[config.mk]
export PLATFORM = sky130hd
export DESIGN_NAME = hsv_color_key_centroid_flat
export DESIGN_NICKNAME = d
export VERILOG_FILES = /design/src/rtl/hcc_pkg.sv /design/src/rtl/hcc_ifs.sv /design/src/rtl/hcc_front.sv /design/src/rtl/hcc_fifo.sv /design/src/rtl/hcc_div.sv /design/src/rtl/hcc_back.sv /design/src/rtl/hsv_color_key_centroid.sv /design/src/flat_wrapper.sv
export SDC_FILE = /design/constraint.sdc
export NUM_CORES = 2
export LEC_CHECK = 0
export BUFFER_PORTS_ARGS = -buffer_cell sky130_fd_sc_hd__buf_2
export CAP_MARGIN = 20
export CORE_MARGIN = 2
export CORE_UTILIZATION = 55
export CTS_CLUSTER_DIAMETER = 200
export DETAILED_ROUTE_END_ITERATION = 7
export GPL_ROUTABILITY_DRIVEN = 0
export GPL_TIMING_DRIVEN = 0
export PLACE_DENSITY = 0.68
export SLEW_MARGIN = 10
export SYNTH_ARGS = -nofsm -noshare
export SYNTH_HDL_FRONTEND = slang
export SYNTH_SLANG_ARGS = --single-unit
[constraint.sdc]
create_clock -name clk -period 15.25 [get_ports clk]
set_input_delay 3.05 -clock clk [delete_from_list [all_inputs] [get_ports clk]]
set_output_delay 3.05 -clock clk [all_outputs]
set_load 0.01 [all_outputs]
[src/rtl/hcc_pkg.sv]
// types, constants and register codes shared by the colour key and centroid blocks
package hcc_pkg;

  localparam int unsigned HUE_W    = 8;
  localparam int unsigned SAT_W    = 8;
  localparam int unsigned COORD_W  = 10;
  localparam int unsigned WEIGHT_W = 9;
  localparam int unsigned SUM_W    = 30;
  localparam int unsigned CNT_W    = 21;
  localparam int unsigned PROD_W   = WEIGHT_W + COORD_W;
  localparam int unsigned DIV_STEPS = SUM_W;
  localparam int unsigned STEP_W   = $clog2(DIV_STEPS);
  localparam int unsigned QDEPTH   = 4;
  localparam int unsigned QAW      = $clog2(QDEPTH);

  localparam logic [COORD_W-1:0]  COORD_MAX      = '1;
  localparam logic [WEIGHT_W-1:0] WEIGHT_ONE     = 9'd256;
  localparam logic [HUE_W-1:0]    HUE_LOW_RST    = 8'd180;
  localparam logic [HUE_W-1:0]    HUE_HIGH_RST   = 8'd180;
  localparam logic [SAT_W-1:0]    SAT_THR_RST    = 8'd127;
  localparam logic [WEIGHT_W-1:0] WEIGHT_RST     = 9'd0;

  typedef enum logic [1:0] {
    CFG_HUE_LOW  = 2'd0,
    CFG_HUE_HIGH = 2'd1,
    CFG_SAT_THR  = 2'd2,
    CFG_WEIGHT   = 2'd3
  } cfg_idx_t;

  typedef enum logic [1:0] {
    BK_RUN,
    BK_DIV,
    BK_MUL,
    BK_SUM
  } back_state_t;

  typedef struct packed {
    logic [HUE_W-1:0] hue_low;
    logic [HUE_W-1:0] hue_high;
    logic [SAT_W-1:0] sat_threshold;
  } key_cfg_t;

  typedef struct packed {
    logic               keyed;
    logic [COORD_W-1:0] col;
    logic [COORD_W-1:0] row;
    logic               last;
  } pix_t;

  typedef struct packed {
    logic             start;
    logic [SUM_W-1:0] dividend;
    logic [CNT_W-1:0] divisor;
  } div_req_t;

  typedef struct packed {
    logic             done;
    logic [SUM_W-1:0] quotient;
  } div_rsp_t;

endpackage

[src/rtl/hcc_ifs.sv]
// valid/ready channel interfaces for the pixel input and the result output
interface hcc_pix_if;
  logic                         valid;
  logic                         ready;
  logic [hcc_pkg::HUE_W-1:0]    hue;
  logic [hcc_pkg::SAT_W-1:0]    saturation;
  logic [hcc_pkg::COORD_W-1:0]  col;
  logic [hcc_pkg::COORD_W-1:0]  row;
  logic                         frame_last;

  modport source (output valid, hue, saturation, col, row, frame_last, input ready);
  modport sink   (input valid, hue, saturation, col, row, frame_last, output ready);
endinterface

interface hcc_res_if;
  logic                         valid;
  logic                         ready;
  logic                         mask_on;
  logic [hcc_pkg::COORD_W-1:0]  center_col;
  logic [hcc_pkg::COORD_W-1:0]  center_row;
  logic                         frame_done;

  modport source (output valid, mask_on, center_col, center_row, frame_done, input ready);
  modport sink   (input valid, mask_on, center_col, center_row, frame_done, output ready);
endinterface

[src/rtl/hcc_front.sv]
// front end: keys each pixel on hue and saturation and clamps its coordinates
module hcc_front #(
  parameter int unsigned MAX_COLS = 1024,
  parameter int unsigned MAX_ROWS = 1024
) (
  hcc_pix_if.sink             pix,
  input  hcc_pkg::key_cfg_t   cfg,
  input  logic                q_ready,
  output logic                q_push,
  output hcc_pkg::pix_t       q_data
);

  localparam int unsigned LIM_W = 13;
  localparam logic [LIM_W-1:0] COL_LIM = LIM_W'(MAX_COLS);
  localparam logic [LIM_W-1:0] ROW_LIM = LIM_W'(MAX_ROWS);
  localparam logic [hcc_pkg::COORD_W-1:0] COL_TOP = hcc_pkg::COORD_W'(MAX_COLS - 1);
  localparam logic [hcc_pkg::COORD_W-1:0] ROW_TOP = hcc_pkg::COORD_W'(MAX_ROWS - 1);

  logic sat_ok;
  logic hue_ok;
  logic hue_ge_low;
  logic hue_le_high;

  assign pix.ready = q_ready;
  assign q_push    = pix.valid & q_ready;

  always_comb begin
    sat_ok      = pix.saturation > cfg.sat_threshold;
    hue_ge_low  = pix.hue >= cfg.hue_low;
    hue_le_high = pix.hue <= cfg.hue_high;
    // window wraps round unless the low bound is below the high bound
    if (cfg.hue_low < cfg.hue_high) begin
      hue_ok = hue_ge_low & hue_le_high;
    end else begin
      hue_ok = hue_ge_low | hue_le_high;
    end
    q_data.keyed = sat_ok & hue_ok;
    q_data.col   = ({3'b000, pix.col} >= COL_LIM) ? COL_TOP : pix.col;
    q_data.row   = ({3'b000, pix.row} >= ROW_LIM) ? ROW_TOP : pix.row;
    q_data.last  = pix.frame_last;
  end

endmodule

[src/rtl/hcc_fifo.sv]
// short queue of classified pixels between front and back end
module hcc_fifo (
  input  logic           clk,
  input  logic           rst,
  input  logic           push,
  input  hcc_pkg::pix_t  push_data,
  output logic           push_ready,
  input  logic           pop,
  output logic           pop_valid,
  output hcc_pkg::pix_t  pop_data
);

  hcc_pkg::pix_t            mem [hcc_pkg::QDEPTH];
  logic [hcc_pkg::QAW-1:0]  wr_ptr;
  logic [hcc_pkg::QAW-1:0]  rd_ptr;
  logic [hcc_pkg::QAW:0]    fill;

  assign push_ready = fill != (hcc_pkg::QAW+1)'(hcc_pkg::QDEPTH);
  assign pop_valid  = fill != '0;
  assign pop_data   = mem[rd_ptr];

  always_ff @(posedge clk) begin
    if (rst) begin
      wr_ptr <= '0;
      rd_ptr <= '0;
      fill   <= '0;
    end else begin
      if (push) begin
        wr_ptr <= wr_ptr + 1'b1;
      end
      if (pop) begin
        rd_ptr <= rd_ptr + 1'b1;
      end
      if (push && !pop) begin
        fill <= fill + 1'b1;
      end else if (pop && !push) begin
        fill <= fill - 1'b1;
      end
    end
  end

  always_ff @(posedge clk) begin
    if (push) begin
      mem[wr_ptr] <= push_data;
    end
  end

endmodule

[src/rtl/hcc_div.sv]
// restoring divider, one quotient bit per cycle
module hcc_div (
  input  logic               clk,
  input  logic               rst,
  input  hcc_pkg::div_req_t  req,
  output hcc_pkg::div_rsp_t  rsp
);

  logic                          busy;
  logic                          done;
  logic [hcc_pkg::STEP_W-1:0]    step;
  logic [hcc_pkg::CNT_W-1:0]     rem;
  logic [hcc_pkg::CNT_W-1:0]     rem_next;
  logic [hcc_pkg::SUM_W-1:0]     dvd;
  logic [hcc_pkg::CNT_W-1:0]     dvs;
  logic [hcc_pkg::CNT_W:0]       trial;
  logic                          ge;

  always_comb begin
    trial    = {rem, dvd[hcc_pkg::SUM_W-1]};
    ge       = trial >= {1'b0, dvs};
    rem_next = ge ? hcc_pkg::CNT_W'(trial - {1'b0, dvs}) : trial[hcc_pkg::CNT_W-1:0];
  end

  always_ff @(posedge clk) begin
    if (rst) begin
      busy <= 1'b0;
      done <= 1'b0;
      step <= '0;
    end else begin
      done <= 1'b0;
      if (req.start) begin
        busy <= 1'b1;
        step <= '0;
      end else if (busy) begin
        step <= step + 1'b1;
        if (step == hcc_pkg::STEP_W'(hcc_pkg::DIV_STEPS - 1)) begin
          busy <= 1'b0;
          done <= 1'b1;
        end
      end
    end
  end

  // quotient bits shift in behind the dividend
  always_ff @(posedge clk) begin
    if (req.start) begin
      rem <= '0;
      dvd <= req.dividend;
      dvs <= req.divisor;
    end else if (busy) begin
      rem <= rem_next;
      dvd <= {dvd[hcc_pkg::SUM_W-2:0], ge};
    end
  end

  assign rsp.done     = done;
  assign rsp.quotient = dvd;

endmodule

[src/rtl/hcc_back.sv]
// back end: accumulates keyed coordinates, blends the frame centroid, drives results
module hcc_back (
  input  logic                            clk,
  input  logic                            rst,
  input  logic                            q_valid,
  input  hcc_pkg::pix_t                   q_data,
  output logic                            q_pop,
  input  logic [hcc_pkg::WEIGHT_W-1:0]    smooth_weight,
  hcc_res_if.source                       res
);

  localparam int unsigned RND_W = hcc_pkg::PROD_W - 8;

  hcc_pkg::back_state_t state;
  hcc_pkg::back_state_t state_next;

  logic [hcc_pkg::SUM_W-1:0]    sum_col;
  logic [hcc_pkg::SUM_W-1:0]    sum_row;
  logic [hcc_pkg::CNT_W-1:0]    keyed_count;
  logic [hcc_pkg::SUM_W-1:0]    sum_col_fin;
  logic [hcc_pkg::SUM_W-1:0]    sum_row_fin;
  logic [hcc_pkg::CNT_W-1:0]    cnt_fin;
  logic [hcc_pkg::COORD_W-1:0]  center_col;
  logic [hcc_pkg::COORD_W-1:0]  center_row;
  logic                         pend_keyed;

  logic                         out_valid;
  logic                         out_mask;
  logic [hcc_pkg::COORD_W-1:0]  out_col;
  logic [hcc_pkg::COORD_W-1:0]  out_row;
  logic                         out_done;
  logic                         out_free;

  logic                         div_start;
  logic                         load_run;
  logic                         load_sum;

  hcc_pkg::div_req_t            div_col_req;
  hcc_pkg::div_req_t            div_row_req;
  hcc_pkg::div_rsp_t            div_col_rsp;
  hcc_pkg::div_rsp_t            div_row_rsp;

  logic [hcc_pkg::WEIGHT_W-1:0] w_sat;
  logic [hcc_pkg::WEIGHT_W-1:0] w_inv;
  logic [hcc_pkg::COORD_W-1:0]  mean_col;
  logic [hcc_pkg::COORD_W-1:0]  mean_row;
  logic [hcc_pkg::PROD_W-1:0]   keep_col_p;
  logic [hcc_pkg::PROD_W-1:0]   keep_row_p;
  logic [hcc_pkg::PROD_W-1:0]   new_col_p;
  logic [hcc_pkg::PROD_W-1:0]   new_row_p;
  logic [RND_W:0]               blend_col;
  logic [RND_W:0]               blend_row;
  logic [hcc_pkg::COORD_W-1:0]  center_col_next;
  logic [hcc_pkg::COORD_W-1:0]  center_row_next;

  // divide a product by 256, rounding to nearest with ties to even
  function automatic logic [RND_W-1:0] rne_div256(input logic [hcc_pkg::PROD_W-1:0] n);
    logic [RND_W-1:0] q;
    logic [7:0]       r;
    q = n[hcc_pkg::PROD_W-1:8];
    r = n[7:0];
    if (r > 8'd128 || (r == 8'd128 && q[0])) begin
      q = q + 1'b1;
    end
    return q;
  endfunction

  function automatic logic [hcc_pkg::COORD_W-1:0] sat_mean(input logic [hcc_pkg::SUM_W-1:0] q);
    return (|q[hcc_pkg::SUM_W-1:hcc_pkg::COORD_W]) ? hcc_pkg::COORD_MAX
                                                   : q[hcc_pkg::COORD_W-1:0];
  endfunction

  // totals including the pixel at the queue head
  always_comb begin
    sum_col_fin = sum_col + (q_data.keyed ? hcc_pkg::SUM_W'(q_data.col) : '0);
    sum_row_fin = sum_row + (q_data.keyed ? hcc_pkg::SUM_W'(q_data.row) : '0);
    cnt_fin     = keyed_count + hcc_pkg::CNT_W'(q_data.keyed);
  end

  assign out_free = !out_valid || res.ready;

  always_comb begin
    state_next = state;
    case (state)
      hcc_pkg::BK_RUN: begin
        if (div_start) begin
          state_next = hcc_pkg::BK_DIV;
        end
      end
      hcc_pkg::BK_DIV: begin
        if (div_col_rsp.done && div_row_rsp.done) begin
          state_next = hcc_pkg::BK_MUL;
        end
      end
      hcc_pkg::BK_MUL: state_next = hcc_pkg::BK_SUM;
      hcc_pkg::BK_SUM: state_next = hcc_pkg::BK_RUN;
      default:         state_next = hcc_pkg::BK_RUN;
    endcase
  end

  always_comb begin
    q_pop     = 1'b0;
    div_start = 1'b0;
    load_run  = 1'b0;
    load_sum  = 1'b0;
    case (state)
      hcc_pkg::BK_RUN: begin
        q_pop     = q_valid && out_free;
        div_start = q_pop && q_data.last && (cnt_fin != '0);
        load_run  = q_pop && !div_start;
      end
      hcc_pkg::BK_SUM: load_sum = 1'b1;
      default: begin
        q_pop = 1'b0;
      end
    endcase
  end

  always_comb begin
    div_col_req.start    = div_start;
    div_col_req.dividend = sum_col_fin;
    div_col_req.divisor  = cnt_fin;
    div_row_req.start    = div_start;
    div_row_req.dividend = sum_row_fin;
    div_row_req.divisor  = cnt_fin;
  end

  hcc_div u_div_col (
    .clk (clk),
    .rst (rst),
    .req (div_col_req),
    .rsp (div_col_rsp)
  );

  hcc_div u_div_row (
    .clk (clk),
    .rst (rst),
    .req (div_row_req),
    .rsp (div_row_rsp)
  );

  always_comb begin
    w_sat    = (smooth_weight > hcc_pkg::WEIGHT_ONE) ? hcc_pkg::WEIGHT_ONE : smooth_weight;
    w_inv    = hcc_pkg::WEIGHT_ONE - w_sat;
    mean_col = sat_mean(div_col_rsp.quotient);
    mean_row = sat_mean(div_row_rsp.quotient);
  end

  always_ff @(posedge clk) begin
    if (state == hcc_pkg::BK_MUL) begin
      keep_col_p <= hcc_pkg::PROD_W'(w_inv) * hcc_pkg::PROD_W'(center_col);
      keep_row_p <= hcc_pkg::PROD_W'(w_inv) * hcc_pkg::PROD_W'(center_row);
      new_col_p  <= hcc_pkg::PROD_W'(w_sat) * hcc_pkg::PROD_W'(mean_col);
      new_row_p  <= hcc_pkg::PROD_W'(w_sat) * hcc_pkg::PROD_W'(mean_row);
    end
  end

  always_comb begin
    blend_col = {1'b0, rne_div256(keep_col_p)} + {1'b0, rne_div256(new_col_p)};
    blend_row = {1'b0, rne_div256(keep_row_p)} + {1'b0, rne_div256(new_row_p)};
    center_col_next = (|blend_col[RND_W:hcc_pkg::COORD_W]) ? hcc_pkg::COORD_MAX
                                                          : blend_col[hcc_pkg::COORD_W-1:0];
    center_row_next = (|blend_row[RND_W:hcc_pkg::COORD_W]) ? hcc_pkg::COORD_MAX
                                                          : blend_row[hcc_pkg::COORD_W-1:0];
  end

  always_ff @(posedge clk) begin
    if (rst) begin
      state       <= hcc_pkg::BK_RUN;
      sum_col     <= '0;
      sum_row     <= '0;
      keyed_count <= '0;
      center_col  <= '0;
      center_row  <= '0;
      out_valid   <= 1'b0;
    end else begin
      state <= state_next;
      if (q_pop) begin
        if (q_data.last) begin
          sum_col     <= '0;
          sum_row     <= '0;
          keyed_count <= '0;
        end else begin
          sum_col     <= sum_col_fin;
          sum_row     <= sum_row_fin;
          keyed_count <= cnt_fin;
        end
      end
      if (load_sum) begin
        center_col <= center_col_next;
        center_row <= center_row_next;
      end
      if (load_run || load_sum) begin
        out_valid <= 1'b1;
      end else if (res.ready) begin
        out_valid <= 1'b0;
      end
    end
  end

  always_ff @(posedge clk) begin
    if (div_start) begin
      pend_keyed <= q_data.keyed;
    end
    if (load_run) begin
      out_mask <= q_data.keyed;
      out_col  <= center_col;
      out_row  <= center_row;
      out_done <= q_data.last;
    end else if (load_sum) begin
      out_mask <= pend_keyed;
      out_col  <= center_col_next;
      out_row  <= center_row_next;
      out_done <= 1'b1;
    end
  end

  assign res.valid      = out_valid;
  assign res.mask_on    = out_mask;
  assign res.center_col = out_col;
  assign res.center_row = out_row;
  assign res.frame_done = out_done;

endmodule

[src/rtl/hsv_color_key_centroid.sv]
// top level of the hsv colour key with frame centroid tracking
//
// takes one hsv pixel a word with its column and row, keys it when saturation is above
// the threshold and hue falls in the (possibly wrapping) hue window, and returns one
// result word per pixel: the key bit, the kept centre and the frame-end flag. keyed
// coordinates are summed per frame; on the frame's last pixel the centroid (sum over
// count, truncated, clamped to 1023) is blended into the kept centre with weight
// smooth_weight/256, each product rounded half to even, and the sums are cleared.
// ordinary pixels stream through the back end at one a cycle while the output is free.
// the last pixel of a frame with at least one keyed pixel holds the back end while the
// two 30-step restoring dividers (one per axis, run side by side) work, and then in a
// multiply state and a sum state. a four-word queue lets the front end take up to
// four more pixels while it waits. the output register holds each result word until
// it is taken, and the back end waits while it is full and not being read.
// configuration writes are meant for idle periods only
module hsv_color_key_centroid #(
  parameter int unsigned MAX_COLS = 1024,
  parameter int unsigned MAX_ROWS = 1024
) (
  input  logic                          clk,
  input  logic                          rst,
  input  logic                          cfg_we,
  input  logic [1:0]                    cfg_index,
  input  logic [hcc_pkg::WEIGHT_W-1:0]  cfg_data,
  hcc_pix_if.sink                       pix,
  hcc_res_if.source                     res
);

  // configuration registers
  hcc_pkg::key_cfg_t              key_cfg;
  logic [hcc_pkg::WEIGHT_W-1:0]   smooth_weight;

  // queue between front and back end
  logic           q_push;
  logic           q_ready;
  hcc_pkg::pix_t  q_in;
  logic           q_pop;
  logic           q_valid;
  hcc_pkg::pix_t  q_out;

  always_ff @(posedge clk) begin
    if (rst) begin
      key_cfg.hue_low       <= hcc_pkg::HUE_LOW_RST;
      key_cfg.hue_high      <= hcc_pkg::HUE_HIGH_RST;
      key_cfg.sat_threshold <= hcc_pkg::SAT_THR_RST;
      smooth_weight         <= hcc_pkg::WEIGHT_RST;
    end else if (cfg_we) begin
      case (hcc_pkg::cfg_idx_t'(cfg_index))
        hcc_pkg::CFG_HUE_LOW:  key_cfg.hue_low       <= cfg_data[hcc_pkg::HUE_W-1:0];
        hcc_pkg::CFG_HUE_HIGH: key_cfg.hue_high      <= cfg_data[hcc_pkg::HUE_W-1:0];
        hcc_pkg::CFG_SAT_THR:  key_cfg.sat_threshold <= cfg_data[hcc_pkg::SAT_W-1:0];
        hcc_pkg::CFG_WEIGHT:   smooth_weight         <= cfg_data;
        default: begin
          smooth_weight <= smooth_weight;
        end
      endcase
    end
  end

  // front end: classify and clamp
  hcc_front #(
    .MAX_COLS (MAX_COLS),
    .MAX_ROWS (MAX_ROWS)
  ) u_front (
    .pix     (pix),
    .cfg     (key_cfg),
    .q_ready (q_ready),
    .q_push  (q_push),
    .q_data  (q_in)
  );

  hcc_fifo u_fifo (
    .clk        (clk),
    .rst        (rst),
    .push       (q_push),
    .push_data  (q_in),
    .push_ready (q_ready),
    .pop        (q_pop),
    .pop_valid  (q_valid),
    .pop_data   (q_out)
  );

  // back end: accumulate, divide, blend, output register
  hcc_back u_back (
    .clk           (clk),
    .rst           (rst),
    .q_valid       (q_valid),
    .q_data        (q_out),
    .q_pop         (q_pop),
    .smooth_weight (smooth_weight),
    .res           (res)
  );

endmodule

[src/flat_wrapper.sv]
// flat-port wrapper written by rule: the top's interface ports become plain ports
module hsv_color_key_centroid_flat 
#(
  parameter int unsigned MAX_COLS = 1024,
  parameter int unsigned MAX_ROWS = 1024
)
  (clk, rst, cfg_we, cfg_index, cfg_data, pix_valid, pix_hue, pix_saturation, pix_col, pix_row, pix_frame_last, pix_ready, res_valid, res_mask_on, res_center_col, res_center_row, res_frame_done, res_ready);
  hcc_pix_if pix_i ();
  hcc_res_if res_i ();
  input  logic clk;
  input  logic rst;
  input  logic cfg_we;
  input  logic [1:0] cfg_index;
  input  logic [hcc_pkg::WEIGHT_W-1:0] cfg_data;
  input wire logic [$bits(pix_i.valid)-1:0] pix_valid;
  input wire logic [$bits(pix_i.hue)-1:0] pix_hue;
  input wire logic [$bits(pix_i.saturation)-1:0] pix_saturation;
  input wire logic [$bits(pix_i.col)-1:0] pix_col;
  input wire logic [$bits(pix_i.row)-1:0] pix_row;
  input wire logic [$bits(pix_i.frame_last)-1:0] pix_frame_last;
  output wire logic [$bits(pix_i.ready)-1:0] pix_ready;
  output wire logic [$bits(res_i.valid)-1:0] res_valid;
  output wire logic [$bits(res_i.mask_on)-1:0] res_mask_on;
  output wire logic [$bits(res_i.center_col)-1:0] res_center_col;
  output wire logic [$bits(res_i.center_row)-1:0] res_center_row;
  output wire logic [$bits(res_i.frame_done)-1:0] res_frame_done;
  input wire logic [$bits(res_i.ready)-1:0] res_ready;
  assign pix_i.valid = pix_valid;
  assign pix_i.hue = pix_hue;
  assign pix_i.saturation = pix_saturation;
  assign pix_i.col = pix_col;
  assign pix_i.row = pix_row;
  assign pix_i.frame_last = pix_frame_last;
  assign pix_ready = pix_i.ready;
  assign res_valid = res_i.valid;
  assign res_mask_on = res_i.mask_on;
  assign res_center_col = res_i.center_col;
  assign res_center_row = res_i.center_row;
  assign res_frame_done = res_i.frame_done;
  assign res_i.ready = res_ready;
  hsv_color_key_centroid #(.MAX_COLS(MAX_COLS), .MAX_ROWS(MAX_ROWS)) u_core (.clk(clk), .rst(rst), .cfg_we(cfg_we), .cfg_index(cfg_index), .cfg_data(cfg_data), .pix(pix_i), .res(res_i));
endmodule
==> results_dict.tcl <==
set metrics [dict create \
    avgRoutedWirePerCell_um 18.8 \
    wl_met2_mm 43.5 \
    syn-cell-area_mm2 0.0365 \
    tritoncts "built" \
    clkTransAtPathRegs_ps 60 \
    drc_errors 0 \
    ioPinCount 77 \
    critPathLaunchType "flip-flop" \
    setup_viol 0 \
    insertion_delay_ps 640 \
    total_power_mw 5.98 \
    nets 4614 \
    crit_path_end_kind "flip-flop" \
    antenna_found_initial 2 \
    vdd_drop_max_v 0.000147 \
    timing.rr.start "u_core.smooth_weight[8]$_SDFFE_PP0P_" \
    cts_root_buf "clkbuf_16" \
    drive_gt1_share_pct 6.84 \
    numCtsBuffers 51 \
    slew_viol_final 0 \
    die_h_um 262 \
    slowest_stage "fa_1" \
    drt_iter0_markers 2188 \
    grt.total_usage_pct 27.4 \
    relSlewSlack_pct 25.7 \
    hold_path_class "reg -> reg" \
    comb_power_share_pct 46.4 \
    wl_met1_mm 40.9 \
    synth_nets 4477 \
    routed.top_layer "met4" \
    status "completed" \
    critPathKind "reg -> reg" \
    vias 28414 \
    dp_hpwl_mm 71.0 \
    hold_start "u_core.key_cfg[9]$_SDFFE_PP0P_" \
    cts.sinks 470 \
    crit_family "adder cells" \
    switching_share_pct 41.4 \
    grt_max_degree 59 \
    path_common_cell "fa_1" \
    port_buffers 76 \
    fin_crit_sh_pct 50.0 \
    power_frac_seq_pct 32.5 \
    dieArea_mm2 0.0685 \
    routed_wl_mm 93.0 \
    cap_violations 0 \
    core-area_mm2 0.0657 \
    postCtsResizedCells 0 \
    required_ps 15600 \
    fmax_ghz 0.131 \
    p_int_mw 3.50 \
    crit_buf_inv 7 \
    vias_per_cell 5.74 \
    fin_crit_ps 7630 \
    synth.distinct_cells 82 \
    clock_path_buffers 3 \
    setup_tns_ps 0 \
    fp.dieW_um 262 \
    finClkSkew_ps 40.1 \
    fillerInstances 5704 \
    initial_core_util_pct 55.6 \
    gr-total-overflow 0 \
    wl_met3_mm 5.60 \
    tightest_slew_ps 1090 \
    rsz0062_at_grt "no" \
    clockPowerShare_pct 21.1 \
    ys_seq_area_share_pct 33.1 \
    synthArstFlopShare_pct 0 \
    holdBufCountCts 0 \
    yosys_warnings 0 \
    area_growth_syn_to_layout_pct 9.36 \
    core.rowCount 94 \
    ys.flop_type "edfxtp_1" \
    syn-instance-count 3898 \
    layout_common_cells "nor2_1, inv_1, nand2_1" \
    drtPass1Iterations 5 \
    cpPeakStageDelay_ps 570 \
    p_sw_mw 2.48 \
    ys_seq_elements 470 \
    synth_edf_count 268 \
    grt_pass1_wl_mm 147 \
    grt_pass1_vias 27313 \
    power.density_mw_per_mm2 150 \
    hold_viol_final 0 \
    arrival_ps 7980 \
    syn_avg_cell_area_um2 9.37 \
    cts_setup_buffers 0 \
    layout_commonest_cell "nor2_1" \
    p_leak_nw 17.3 \
    drtAntennaViolNets 0 \
    cp_max_fo 10 \
    cts_max_level 2 \
    crit_start "u_core.smooth_weight[8]$_SDFFE_PP0P_" \
]
## Yosys cell counts, drive strengths merged, types with 50 or more instances
library cell | number | area share [%]
and3 | 50 | 0.86
edfxtp | 268 | 22
nand3 | 69 | 0.95
and2 | 143 | 2.4
clkbuf | 174 | 1.8
nand2 | 309 | 3.2
nor2b | 52 | 0.89
xnor2 | 137 | 3.3
inv | 421 | 4.3
o21ai | 109 | 1.5
nor2 | 424 | 4.4
dfxtp | 202 | 11
nor3 | 62 | 0.95
xor2 | 87 | 2.1
fa | 235 | 13
a21oi | 234 | 3.2
ha | 291 | 10
## power groups by stage
stage               clock (mW)  combinational [mW]  sequential, mW
global placement             0                2.64            1.98
detailed placement           0                2.72            1.96
finish                    1.26                2.77            1.94
floorplan                    0                1.92            1.93
global route              1.34                3.04            1.97
CTS                       1.29                2.74            1.94
## worst paths after layout
kind | end | slack [ps] | cells past startpoint
worst max-delay path | u_core.u_back.keep_col_p[18]$_DFFE_PP_ | 7620 | 25
worst min register to register | u_core.key_cfg[9]$_SDFFE_PP0P_ | 460 | 2
worst min-delay path | u_core.key_cfg[9]$_SDFFE_PP0P_ | 460 | 2
worst max register to register | u_core.u_back.keep_col_p[18]$_DFFE_PP_ | 7620 | 25
## state kept, by name, summed over array words and instances (netlist names), 19 cells and up, named ones only
name	count
u_core.u_fifo.mem	88
u_core.u_back.sum_col	30
u_core.u_back.sum_row	30
u_core.u_back.u_div_col.dvd	30
u_core.u_back.u_div_row.dvd	30
u_core.key_cfg	24
u_core.u_back.keyed_count	21
u_core.u_back.u_div_col.dvs	21
u_core.u_back.u_div_col.rem	21
u_core.u_back.u_div_row.rem	21
u_core.u_back.keep_col_p	19
u_core.u_back.keep_row_p	19
u_core.u_back.new_col_p	19
u_core.u_back.new_row_p	19
## worst register-to-register path: cells and delay by family, from the launching register on
kind,cells,cell delay [ps]
adders and majority gates,6,2750
buffers and inverters,7,1720
AOI/OAI and AO/OA,6,1270
and+or+nand+nor,5,1140
DFF,1,360
xor gates and xnor gates,1,130
## layout make-up
class                   instances  area (um^2)  share of cell area (%)
repair buffers                 84          556                    1.39
plain buffers                 196          783                    1.96
clock buffers                  64         1370                    3.42
clock inverters                32          362                   0.905
multi-input cells            2808        22100                    55.4
inverters                     424         1590                    3.98
well taps                     864         1080                    2.71
flip-flops and latches        470        12100                    30.3
diodes                          5         12.5                  0.0313
## metrics by stage
| step | utilization, % | instances | hold WS, ps | setup WS (ps) | instance area [um^2] |
|---|---|---|---|---|---|
| 5_1_grt | 60.8 | 4943 | 469 | 7070 | 40000 |
| 4_1_cts | 60.7 | 4938 | 461 | 7640 | 39900 |
| 2_1_floorplan | - | 3898 | 436 | 8790 | 36500 |
| 6_report | 60.8 | 4947 | 461 | 7620 | 40000 |
| 3_3_place_gp | 57.8 | 4838 | 444 | 6590 | 38000 |
| 3_5_place_dp | 58.0 | 4842 | 453 | 7670 | 38200 |
## cell families after synthesis
family,after synthesis,share of synthesized area (%)
AO/OA/AOI/OAI,666,11.6
flip-flops,470,33.1
buffers and inverters,620,6.50
adder cells (fa/ha/maj),527,22.9
AND/OR/NAND/NOR,1318,17.6
XOR/XNOR,224,5.37
multiplexers,73,2.99
## layer usage
| metal | up-vias | GRT usage [%] |
|---|---|---|
| met5 | - | 0 |
| met1 | 13765 | 37.2 |
| met2 | 883 | 45.6 |
| met4 | 0 | 9.23 |
| li1 | 13612 | - |
| met3 | 154 | 3.32 |
Power figures use the tool's default switching activity.
